File: src/rtl/atan2p_pkg.sv
package atan2p_pkg;

	localparam int QBITS      = 18;
	localparam int R_W        = QBITS + 1;     // ratio, 0 .. 2^18
	localparam int ACC_W      = 21;            // Horner accumulator, signed Q18
	localparam int V_W        = 22;            // angle before output, signed Q18
	localparam int DIV_STAGES = QBITS + 1;     // one quotient bit per stage
	localparam int HORNER_N   = 7;
	localparam int ANGLE_W    = 16;

	localparam logic signed [V_W-1:0] Q_HALF_PI = 22'sd411775;
	localparam logic signed [V_W-1:0] Q_PI      = 22'sd823550;

	localparam logic signed [ACC_W-1:0] COEF [HORNER_N] = '{
		21'sd1891, -21'sd9191, 21'sd21411, -21'sd35061,
		21'sd52053, -21'sd87359, 21'sd262144
	};

	// octant and special-case flags that ride along with the data
	typedef struct packed {
		logic y_neg;
		logic x_neg;
		logic y_big;
		logic zero;
	} side_t;

endpackage

File: src/rtl/atan2p_div.sv
module atan2p_div #(
	parameter int COORD_WIDTH = 16
) (
	input  logic                                  clk,
	input  logic [atan2p_pkg::DIV_STAGES-1:0]     adv,
	input  logic [COORD_WIDTH-1:0]                small_in,
	input  logic [COORD_WIDTH-1:0]                big_in,
	input  atan2p_pkg::side_t                     side_in,
	output logic [atan2p_pkg::R_W-1:0]            ratio,
	output atan2p_pkg::side_t                     side_out
);
	import atan2p_pkg::*;

	logic [COORD_WIDTH-1:0] rem_s  [DIV_STAGES];
	logic [COORD_WIDTH-1:0] big_s  [DIV_STAGES];
	logic [R_W-1:0]         quo_s  [DIV_STAGES];
	side_t                  side_s [DIV_STAGES];

	// first step: quotient MSB is set when small is at least big (equal, as small never exceeds big)
	always_ff @(posedge clk) begin
		if (adv[0]) begin
			if (small_in >= big_in) begin
				rem_s[0] <= small_in - big_in;
				quo_s[0] <= R_W'(1) << QBITS;
			end else begin
				rem_s[0] <= small_in;
				quo_s[0] <= '0;
			end
			big_s[0]  <= big_in;
			side_s[0] <= side_in;
		end
	end

	for (genvar i = 1; i < DIV_STAGES; i++) begin : g_step
		logic [COORD_WIDTH:0] trial;
		logic                 ge;
		assign trial = {rem_s[i-1], 1'b0};
		assign ge    = trial >= {1'b0, big_s[i-1]};
		always_ff @(posedge clk) begin
			if (adv[i]) begin
				rem_s[i]  <= ge ? COORD_WIDTH'(trial - {1'b0, big_s[i-1]})
				                : COORD_WIDTH'(trial);
				quo_s[i]  <= quo_s[i-1] | (R_W'(ge) << (QBITS - i));
				big_s[i]  <= big_s[i-1];
				side_s[i] <= side_s[i-1];
			end
		end
	end

	assign ratio    = quo_s[DIV_STAGES-1];
	assign side_out = side_s[DIV_STAGES-1];

endmodule

File: config.mk
export PLATFORM = sky130hd
export DESIGN_NAME = atan2p_div
export DESIGN_NICKNAME = d
export VERILOG_FILES = /design/src/rtl/atan2p_pkg.sv /design/src/rtl/atan2p_div.sv
export SDC_FILE = /design/constraint.sdc
export NUM_CORES = 1
export LEC_CHECK = 0
export ABC_CLOCK_PERIOD_IN_PS = 3100
export BUFFER_PORTS_ARGS = -buffer_cell sky130_fd_sc_hd__buf_2
export CAP_MARGIN = 0
export CORE_MARGIN = 10
export CORE_UTILIZATION = 57
export CTS_CLUSTER_DIAMETER = 100
export CTS_CLUSTER_SIZE = 28
export DETAILED_ROUTE_END_ITERATION = 8
export GPL_ROUTABILITY_DRIVEN = 0
export PLACE_DENSITY = 0.81
export SYNTH_ARGS = -nofsm -noshare
export SYNTH_HDL_FRONTEND = slang
export SYNTH_SLANG_ARGS = --single-unit
File: constraint.sdc
create_clock -name clk -period 3.1 [get_ports clk]
set_input_delay 0.31 -clock clk [delete_from_list [all_inputs] [get_ports clk]]
set_output_delay 0.31 -clock clk [all_outputs]
set_load 0.02 [all_outputs]
==> out/metrics.yaml, run 1 <==
clock_network:
  h-tree-depth: 2
  clk_pin_slew_ps: 100
  numCtsBuffers: 36
  cts_tree: "done"
  cts-root-buf: "clkbuf_16"
  cts.sinks: 842
  clk_latency_ps: 610
  clock_tree.buffer_depth: 3
final_layout:
  synthToLayoutAreaGrowth_pct: 7.80
  final_util_pct: 61.8
  drive_above_1_share_pct: 10.9
  final_nets: 3871
  fin_area_sq_um: 46000
  antenna_cells: 0
synth:
  synthArstFlopShare_pct: 0
  synth_area_leaders: "edfxtp_1, ha_1, mux2_2"
  syn_nets: 3700
  yosys_warnings: 0
  ys_seq_area_share_pct: 59.3
  synthFlopType: "edfxtp_1"
  yosysMostFrequentCell: "edfxtp_1"
  synth_top_cell_area_share_pct: 59.3
  yosysTopAreaCell: "edfxtp_1"
  synth_simple_gate_area_share_pct: 7.36
  synth_common_cells: "edfxtp_1, inv_1, ha_1"
  synthMuxAreaShare_pct: 4.27
  synth_edf_count: 842
  synthesis.area_sq_um: 42600
  avgSynthCellArea_sq_um: 12.8
  synthXorXnorAreaFrac_pct: 4.23
  ys_types: 78
  synth_fa_ha_area_share_pct: 9.74
  postSynthCellCount: 3323
  synth-compound-area-share_pct: 11.3
  ys_seq_elements: 842
  synth_top_family_by_area: "compound AO/OA/AOI/OAI gates"
setup_path:
  end_kind: "register"
  crit_type: "register to register"
  slowest_stage: "edfxtp_1"
  reg2reg_to: "rem_s[2][14]$_DFFE_PP_"
  worst-r2r-cell-count: 8
  worst-path-max-fanout: 5
  slowest_delay_ps: 430
  r2r_start: "rem_s[1][1]$_DFFE_PP_"
  path_cells: "ha_1, nor2b_1, o31ai_1, a21oi_1, or2_2, a21oi_1, o311ai_0, mux2_4"
  ff2ff_setup_slack_ps: 110
  required_ps: 3460
  crit_path_start_kind: "register"
  crit_path_start: "rem_s[1][1]$_DFFE_PP_"
  path_common_cell: "a21oi_1"
  crit_arrival_ps: 3350
placed_design:
  dp_hpwl_mm: 59.3
  placed_area_sq_um: 44700
  port_buffers: 78
  pre_cts_ws_ps: 59.2
floorplanning:
  die_width_microns: 293
  coreArea_sq_um: 74300
  dieArea_sq_um: 86100
  io_pins: 79
  rows: 100
  die_h_microns: 293
  initial_core_util_pct: 57.4
grt:
  grt_pass1_wl_mm: 129
  grt_pass1_vias: 25900
  grt_overflow: 0
  grt_util_all_layers_pct: 18.1
  antenna_found_initial: 0
  grt_max_degree: 55
pwr:
  p_sw_share_pct: 35.2
  pwr-share-comb_pct: 45.9
  p_clk_share_pct: 12.7
  power_switching_mw: 15.2
  pwr-share-seq_pct: 41.4
  peakVddDrop_mv: 0.460
  power_density_nw_per_um2: 941
  leakagePower_nw: 18.4
  p_int_mw: 28.0
sta:
  post-route-min-period_ps: 2990
  timing.final.crit_share_pct: 96.4
  tns_ps: 0
  setup_viol: 0
  worst_slew_pin_slew_ps: 1170
  setup_ws_ps: 112
  fmax_mhz: 335
  hold_ws_ps: 34.8
  relSlewSlack_pct: 22.0
  hold_viol: 0
  fin_skew_ps: 30.6
  slew_violations: 0
detailed_routing:
  ant_nets: 0
  drcViolationCount: 0
  vias_per_cell: 5.77
  first_iter_violations: 1802
  drt_wl_total_mm: 79.3
  dr_total_vias: 25800
  drt-wirelength-per-cell_microns: 17.7
  firstDrtPassIters: 6
worst_hold_path:
  hold_class: "input pin to register"
  hold_start: "small_in[15]"
  worstHoldPathCells: 2
  min_to: "rem_s[0][15]$_DFFE_PP_"
status:
  status: "completed"
run:
  maxCapViolations: 0
==> final cells by class <==
type / instances / area [sq um]
fill: 5601 / 28400
sequential: 842 / 25300
multi-input combinational: 2068 / 15800
inverter: 375 / 1410
timing repair buffer: 171 / 1280
tap: 969 / 1210
clock buffer: 38 / 930
clock inverter: 8 / 55.1
==> per-layer routing <==
metal | global-route usage, % | wire length [microns] | vias to the layer above
met5 | 0 | 0 | -
met4 | 5.97 | 2410 | 0
met3 | 2.07 | 3090 | 166
met2 | 33.6 | 41200 | 571
met1 | 21.6 | 32600 | 12400
li1 | - | - | 12600
==> registers in the layout (all words and copies together) (netlist names) <==
name	cells
rem_s	288
quo_s	190
big_s	288
side_s	76
==> how the worst max path moves through the flow <==
stage | depth (start not counted) | to | slack, ps
after floorplan | 10 | rem_s[2][10]$_DFFE_PP_ | 200
after global placement | 6 | rem_s[16][5]$_DFFE_PP_ | 100
after detailed placement | 6 | rem_s[16][11]$_DFFE_PP_ | 60
after CTS | 11 | rem_s[7][6]$_DFFE_PP_ | 30
after global routing | 8 | rem_s[2][14]$_DFFE_PP_ | -60
final | 8 | rem_s[2][14]$_DFFE_PP_ | 110
==> power groups by stage <==
| stage | clock [mW] | sequential [mW] | combinational, mW |
|---|---|---|---|
| detailed placement | 0 | 18.2 | 19.4 |
| global placement | 0 | 18.1 | 18.8 |
| global route | 5.99 | 18.2 | 22.1 |
| CTS | 5.64 | 17.9 | 19.6 |
| floorplan | 0 | 17.5 | 15.0 |
| finish | 5.50 | 17.9 | 19.8 |
==> cells by family (layout without fill, tap and decap cells) <==
group / after synthesis / after routing
compound gates: 746 / 746
xor+xnor: 206 / 206
fa+ha+maj: 321 / 321
buf+inv: 413 / 592
flops: 842 / 842
mux: 161 / 161
simple gates: 634 / 634
==> critical path, delay by kind of cell, from the launching register on <==
family | cells | cell delay [ps]
adder cells (fa/ha/maj) | 1 | 380
flip-flops | 1 | 430
multiplexers | 1 | 320
AND/OR/NAND/NOR | 2 | 480
AO/OA/AOI/OAI | 4 | 1130
==> placed cells by master (no fill, tap or decap), drive strengths merged, types with 8 or more instances in the layout <==
cell           n
o41ai         11
nor3          47
nand4b        11
and3          17
or2           10
a21o          86
mux2         148
o311ai         8
o21a          36
and2          16
mux2i         13
a311oi         9
dlygate4sd3   20
a21oi        192
xor2          79
xnor2        127
a211oi        31
nand3         37
fa            18
inv          378
a31oi         32
a21boi         9
nand2        170
ha           303
o21bai        17
o21ai        191
o31ai         20
clkbuf        39
buf          150
a211o         13
or3           12
nand4         42
nor2         148
edfxtp       842
o31a          19
nor2b         46
o211ai        16
nand2b        50
==> through the flow <==
stage / power [mW] / std cells
after global placement: 36.8 / 4400
final: 43.2 / 4471
after global routing: 46.2 / 4471
after floorplan: 32.5 / 3323
after CTS: 43.2 / 4466
after detailed placement: 37.6 / 4400
==> what timing repair did <==
| item | in CTS | in global routing |
|---|---|---|
| hold buffers | 20 | 0 |
| endpoints found under the setup margin | 0 | 65 |
| gates resized for setup | 0 | 12 |
| hold endpoints to repair | 20 | 0 |
| setup buffers | 0 | 4 |
No activity file was read; power rests on OpenSTA's default activity.
==> run 2, diff against run 1 <==
--- a/config.mk
+++ b/config.mk
@@ -15,6 +15,8 @@
 export DETAILED_ROUTE_END_ITERATION = 8
 export GPL_ROUTABILITY_DRIVEN = 0
 export PLACE_DENSITY = 0.81
+export RECOVER_POWER = 50
+export REMOVE_ABC_BUFFERS = 1
 export SYNTH_ARGS = -nofsm -noshare
 export SYNTH_HDL_FRONTEND = slang
 export SYNTH_SLANG_ARGS = --single-unit
==> run 2 against run 1 <==
  * The flow now finishes with violations (capacitance limit, slew limit)
  * Clock-buffer cell count fell by 1
  * Clock skew hardly changed
  * Flip-flop and latch count unchanged
  * Critical endpoint is now rem_s[2][12]$_DFFE_PP_
==> out/metrics.yaml, run 2 (synthesis gave the netlist of run 1 again) <==
pwr:
  leakagePower_nw: 18.4
  total_power_mw: 43.7
  power_density_nw_per_um2: 947
  peakVddDrop_mv: 0.482
sta:
  fmax_mhz: 326
  hold_viol: 0
  post-route-min-period_ps: 3070
  fin_skew_ps: 31.0
  slew_violations: 328
  setup_viol: 0
  worst_slew_pin_slew_ps: 2780
  relSlewSlack_pct: -85.2
  setup_ws_ps: 29.8
  rsz0062_at_grt: "yes"
  timing.final.crit_share_pct: 99.0
placed_design:
  pre_cts_ws_ps: 13.8
  dp_hpwl_mm: 60.0
  port_buffers: 78
final_layout:
  final_common_cell: "edfxtp_1"
  most-common-layout-cells: "edfxtp_1, inv_1, ha_1"
  synthToLayoutAreaGrowth_pct: 8.22
  reg_top3: "big_s: 288 flops, rem_s: 288 flops, quo_s: 190 flops"
  antenna_cells: 0
  final_nets: 3877
  drive_above_1_share_pct: 10.6
setup_path:
  slowest_stage: "edfxtp_1"
  required_ps: 3460
  r2r_start: "rem_s[1][3]$_DFFE_PP_"
  ff2ff_setup_slack_ps: 30
  path_cells: "ha_4, a21oi_2, o21ai_2, a2111o_1, o2111ai_2, nand4b_1, or2_4, a31oi_4, clkbuf_16, mux2_4"
  worst-r2r-cell-count: 10
  worst-path-max-fanout: 8
  crit_path_start_kind: "register"
  end_kind: "register"
  crit_path_start: "rem_s[1][3]$_DFFE_PP_"
  cp_num_buf_inv: 1
  crit_type: "register to register"
  path_delay_family: "compound AO/OA/AOI/OAI gates"
  slowest_delay_ps: 450
  crit_arrival_ps: 3430
  reg2reg_to: "rem_s[2][12]$_DFFE_PP_"
floorplanning:
  rows: 100
  dieArea_sq_um: 86100
  coreArea_sq_um: 74300
  io_pins: 79
  die_width_microns: 293
  die_h_microns: 293
  initial_core_util_pct: 57.4
grt:
  grt_pass1_wl_mm: 128
  grt_pass1_vias: 25700
  met3_usage_pct: 1.90
  met1_usage_pct: 21.1
  busiest_layer: "met2"
  grt_util_all_layers_pct: 18.0
  grtUsageMet2_pct: 34.1
  antenna_found_initial: 1
  grt_max_degree: 55
  grt_overflow: 0
detailed_routing:
  vias_per_cell: 5.80
  drt_wl_total_mm: 79.3
  ant_nets: 0
  firstDrtPassIters: 5
  drcViolationCount: 0
  first_iter_violations: 1779
  drt-wirelength-per-cell_microns: 17.7
  dr_total_vias: 26000
run:
  maxCapViolations: 9
status:
  violations: "capacitance limit, slew limit"
  status: "complete, but fails checks"
clock_network:
  h-tree-depth: 2
  clk_latency_ps: 600
  cts.sinks: 842
  clock_tree.buffer_depth: 3
  cts-root-buf: "clkbuf_16"
  clk_pin_slew_ps: 100
  cts_tree: "done"
  numCtsBuffers: 37
worst_hold_path:
  worstHoldPathCells: 2
  min_to: "rem_s[0][15]$_DFFE_PP_"
  hold_start: "small_in[15]"
  hold_class: "input pin to register"
==> run 2: cell types whose count changed in the layout (fill, tap and decap cells not counted), sizes merged <==
cell      previous run  this run
buf                150       128
bufinv               0         1
clkbuf              39        65
clkinv               3         4
clkinvlp             2         1
inv                378       380
==> run 2: worst register-to-register path, stage by stage (launching register included) <==
cell,delay [ps]
edfxtp_1,450
ha_4,270
a21oi_2,150
o21ai_2,90
a2111o_1,390
o2111ai_2,260
nand4b_1,150
or2_4,260
a31oi_4,280
clkbuf_16,240
mux2_4,300
==> run 2: routing by layer <==
metal | part of all wire [%] | wire, microns
met5 | 0 | 0
met4 | 2.8 | 2220
met3 | 3.7 | 2960
met2 | 53 | 42300
met1 | 40 | 31800
==> run 2: timing repair <==
| item | CTS | global route |
|---|---|---|
| gates cloned | 0 | 2 |
| buffers inserted | 1 | 3 |
| setup endpoints to repair | 2 | 57 |
| pin swaps | 0 | 5 |
| gates resized for setup | 1 | 26 |
| endpoints found under the hold margin | 20 | 0 |
| hold buffers | 20 | 0 |
==> run 2: how the worst max path moves through the flow <==
| stage | endpoint | slack [ps] | depth (start not counted) |
|---|---|---|---|
| 4_1_cts | rem_s[14][6]$_DFFE_PP_ | 40 | 11 |
| 3_5_place_dp | rem_s[0][12]$_DFFE_PP_ | 10 | 13 |
| 3_3_place_gp | rem_s[7][6]$_DFFE_PP_ | 20 | 11 |
| 6_report | rem_s[2][12]$_DFFE_PP_ | 30 | 10 |
| 5_1_grt | rem_s[2][12]$_DFFE_PP_ | -80 | 10 |
| 2_1_floorplan | rem_s[17][15]$_DFFE_PP_ | 6 | 8 |
==> run 2: area by class of cell <==
cell class,count,area (sq um)
clock buffer,37,926
clock inverter,11,133
fill,5486,28200
inverter,375,1410
multi-input combinational,2068,15900
sequential,842,25300
tap,969,1210
timing repair buffer,176,1290
==> run 2: power breakdown <==
part           total (mW)  internal (mW)  switching, mW  leakage (nW)
clock network        5.67           2.32           3.35         0.516
logic                20.1           9.49           10.6          9.65
registers            17.9           16.5           1.46          8.24
total                43.7           28.3           15.4          18.4
==> run 2: through the flow <==
step           utilization, %  hold slack, ps  std cells  area (sq um)  TNS, ps
2_1_floorplan               -             400       3285         42400        0
3_3_place_gp             60.1             401       4404         44700        0
3_5_place_dp             60.1             405       4404         44700        0
4_1_cts                  61.9           0.688       4473         46000        0
5_1_grt                  62.1            19.7       4478         46100     -756
6_report                 62.1            33.5       4478         46100        0
==> run 3, diff against run 2 <==
--- a/config.mk
+++ b/config.mk
@@ -8,7 +8,8 @@
 export ABC_CLOCK_PERIOD_IN_PS = 3100
 export BUFFER_PORTS_ARGS = -buffer_cell sky130_fd_sc_hd__buf_2
 export CAP_MARGIN = 0
-export CORE_MARGIN = 10
+export CORE_ASPECT_RATIO = 1.2
+export CORE_MARGIN = 5
 export CORE_UTILIZATION = 57
 export CTS_CLUSTER_DIAMETER = 100
 export CTS_CLUSTER_SIZE = 28
==> run 3 against run 2 <==
  * The flow still finishes with violations (capacitance limit, slew limit)
  * Clock skew grew 10 ps
  * Combinational power grew 3%
  * Fmax grew 0.72%
  * Power grew 0.72%
  * Die area shrank 6.7%
  * First-iteration DRC count shrank 21%
  * Highest routed layer unchanged
  * Sequential power is essentially flat
==> out/metrics.yaml, run 3 (synthesis gave the netlist of run 1 again) <==
final_layout:
  multi_input_area_sq_um: 15900
  antenna_cells: 0
  instances_no_fill: 4545
  fin_area_sq_um: 46500
  seqCellArea_sq_um: 25300
  synthToLayoutAreaGrowth_pct: 9.00
  most-common-layout-cells: "edfxtp_1, inv_1, ha_1"
  reg_top3: "big_s: 288 flops, rem_s: 288 flops, quo_s: 190 flops"
  fillers: 5468
  drive_above_1_share_pct: 11.6
  final_nets: 3921
  final_common_cell: "edfxtp_1"
detailed_routing:
  firstDrtPassIters: 5
  first_iter_violations: 1409
  drt-wirelength-per-cell_microns: 17.1
  wl_met1_mm: 23.1
  top_layer: "met4"
  drt_wl_total_mm: 77.8
  wl_met2_mm: 48.1
  drcViolationCount: 0
  wl_met3_mm: 1.76
  ant_nets: 0
  dr_total_vias: 26000
  vias_per_cell: 5.72
sta:
  setup_viol: 0
  slew_violations: 255
  post-route-min-period_ps: 3050
  relSlewSlack_pct: -81.2
  tns_ps: 0
  worst_slew_pin_slew_ps: 2720
  rsz0062_at_grt: "yes"
  hold_ws_ps: 32.0
  fin_skew_ps: 41.1
  timing.final.crit_share_pct: 98.3
  hold_viol: 0
  fmax_mhz: 328
setup_path:
  path_cells: "inv_2, ha_4, a21oi_2, o21ai_2, a2111o_1, o2111ai_4, nand4b_1, or2_4, a31oi_4, buf_6, buf_12, mux2_4"
  worst-r2r-cell-count: 12
  slowest_stage: "edfxtp_1"
  reg2reg_to: "rem_s[2][2]$_DFFE_PP_"
  crit_arrival_ps: 3390
  slowest_delay_ps: 420
  crit_path_start_kind: "register"
  r2r_start: "big_s[1][4]$_DFFE_PP_"
  required_ps: 3450
  crit_type: "register to register"
  ff2ff_setup_slack_ps: 50
  end_kind: "register"
  worst-path-max-fanout: 8
grt:
  grt_overflow: 0
  antenna_found_initial: 0
  grt_max_degree: 55
  grt_util_all_layers_pct: 19.2
  grt_pass1_wl_mm: 127
  grt_pass1_vias: 27600
pwr:
  pwr-share-seq_pct: 40.2
  p_clk_share_pct: 12.6
  power_density_nw_per_um2: 947
  p_sw_share_pct: 35.1
  pwr-share-comb_pct: 47.2
  total_power_mw: 44.0
  power_switching_mw: 15.4
  peakVddDrop_mv: 0.483
  p_int_mw: 28.6
  leakagePower_nw: 18.6
floorplanning:
  io_pins: 79
  coreArea_sq_um: 73900
  initial_core_util_pct: 57.7
  die_width_microns: 260
  die_h_microns: 310
  rows: 109
  dieArea_sq_um: 80400
status:
  status: "complete, but fails checks"
  violations: "capacitance limit, slew limit"
worst_hold_path:
  hold_class: "input pin to register"
  worstHoldPathCells: 2
  min_to: "rem_s[0][4]$_DFFE_PP_"
  hold_start: "small_in[4]"
placed_design:
  port_buffers: 78
  placed_cells: 4473
  placed_area_sq_um: 45000
  dp_hpwl_mm: 60.7
clock_network:
  numCtsBuffers: 36
  cts.sinks: 842
  clock_tree.buffer_depth: 3
  clk_latency_ps: 590
  cts_tree: "done"
  clk_pin_slew_ps: 110
  h-tree-depth: 2
  cts-root-buf: "clkbuf_16"
run:
  maxCapViolations: 6
run 3: changes by cell type in the layout (fill, tap and decap cells not counted), moves of 3 or more:
cell | previous run | this run
buf_4 | 62 | 104
clkbuf_1 | 26 | 21
buf_2 | 56 | 60
buf_6 | 0 | 3
inv_6 | 3 | 0
run 3: routing by layer:
| metal | up-vias | track usage [%] |
|---|---|---|
| li1 | 12700 | - |
| met4 | 0 | 10.6 |
| met3 | 268 | 1.86 |
| met5 | - | 0 |
| met2 | 496 | 43.0 |
| met1 | 12600 | 15.1 |
run 3: area by class of cell:
class	instances	area share (%)
clock buffers	38	2.05
clock inverters	2	0.0996
inverters	375	3.03
multi-input cells	2068	34.2
flip-flops and latches	842	54.4
well taps	999	2.69
repair buffers	221	3.54
run 3: repair_timing:
item,CTS,global route
setup buffers,8,4
endpoints found under the setup margin,24,65
endpoints found under the hold margin,20,0
gates resized for setup,5,29
hold buffers,20,0
pin swaps,3,10
gates cloned,1,0
run 3: worst max-delay path, delay by kind of cell, from the launching register on:
family	cells	cell delay (ps)
simple gates	2	450
flops	1	420
mux	1	300
buf+inv	3	360
fa+ha+maj	1	210
compound gates	5	1060
run 3: worst max path at each step:
| stage | start | end | slack [ps] | depth (start not counted) |
|---|---|---|---|---|
| 4_1_cts | big_in[0] | rem_s[0][10]$_DFFE_PP_ | 20 | 12 |
| 5_1_grt | big_s[1][4]$_DFFE_PP_ | rem_s[2][4]$_DFFE_PP_ | -100 | 12 |
| 3_3_place_gp | small_in[0] | rem_s[0][3]$_DFFE_PP_ | -80 | 12 |
| 6_report | big_s[1][4]$_DFFE_PP_ | rem_s[2][2]$_DFFE_PP_ | 50 | 12 |
| 2_1_floorplan | rem_s[16][5]$_DFFE_PP_ | rem_s[17][15]$_DFFE_PP_ | 6 | 8 |
| 3_5_place_dp | small_in[0] | rem_s[0][6]$_DFFE_PP_ | -110 | 12 |
run 3: stage by stage:
step | utilization [%] | worst slack, ps
final | 62.9 | 51.8
after global routing | 62.9 | -96.0
after CTS | 62.7 | 15.0
after detailed placement | 60.9 | -111
after global placement | 60.9 | -76.8
after floorplan | - | 5.76
run 3: power by group through the flow:
stage	clock network, mW	registers [mW]	logic [mW]
2_1_floorplan	0	17.5	14.7
3_3_place_gp	0	17.8	19.6
3_5_place_dp	0	17.9	20.4
4_1_cts	5.68	17.7	20.6
5_1_grt	6.11	17.9	22.9
6_report	5.56	17.7	20.8
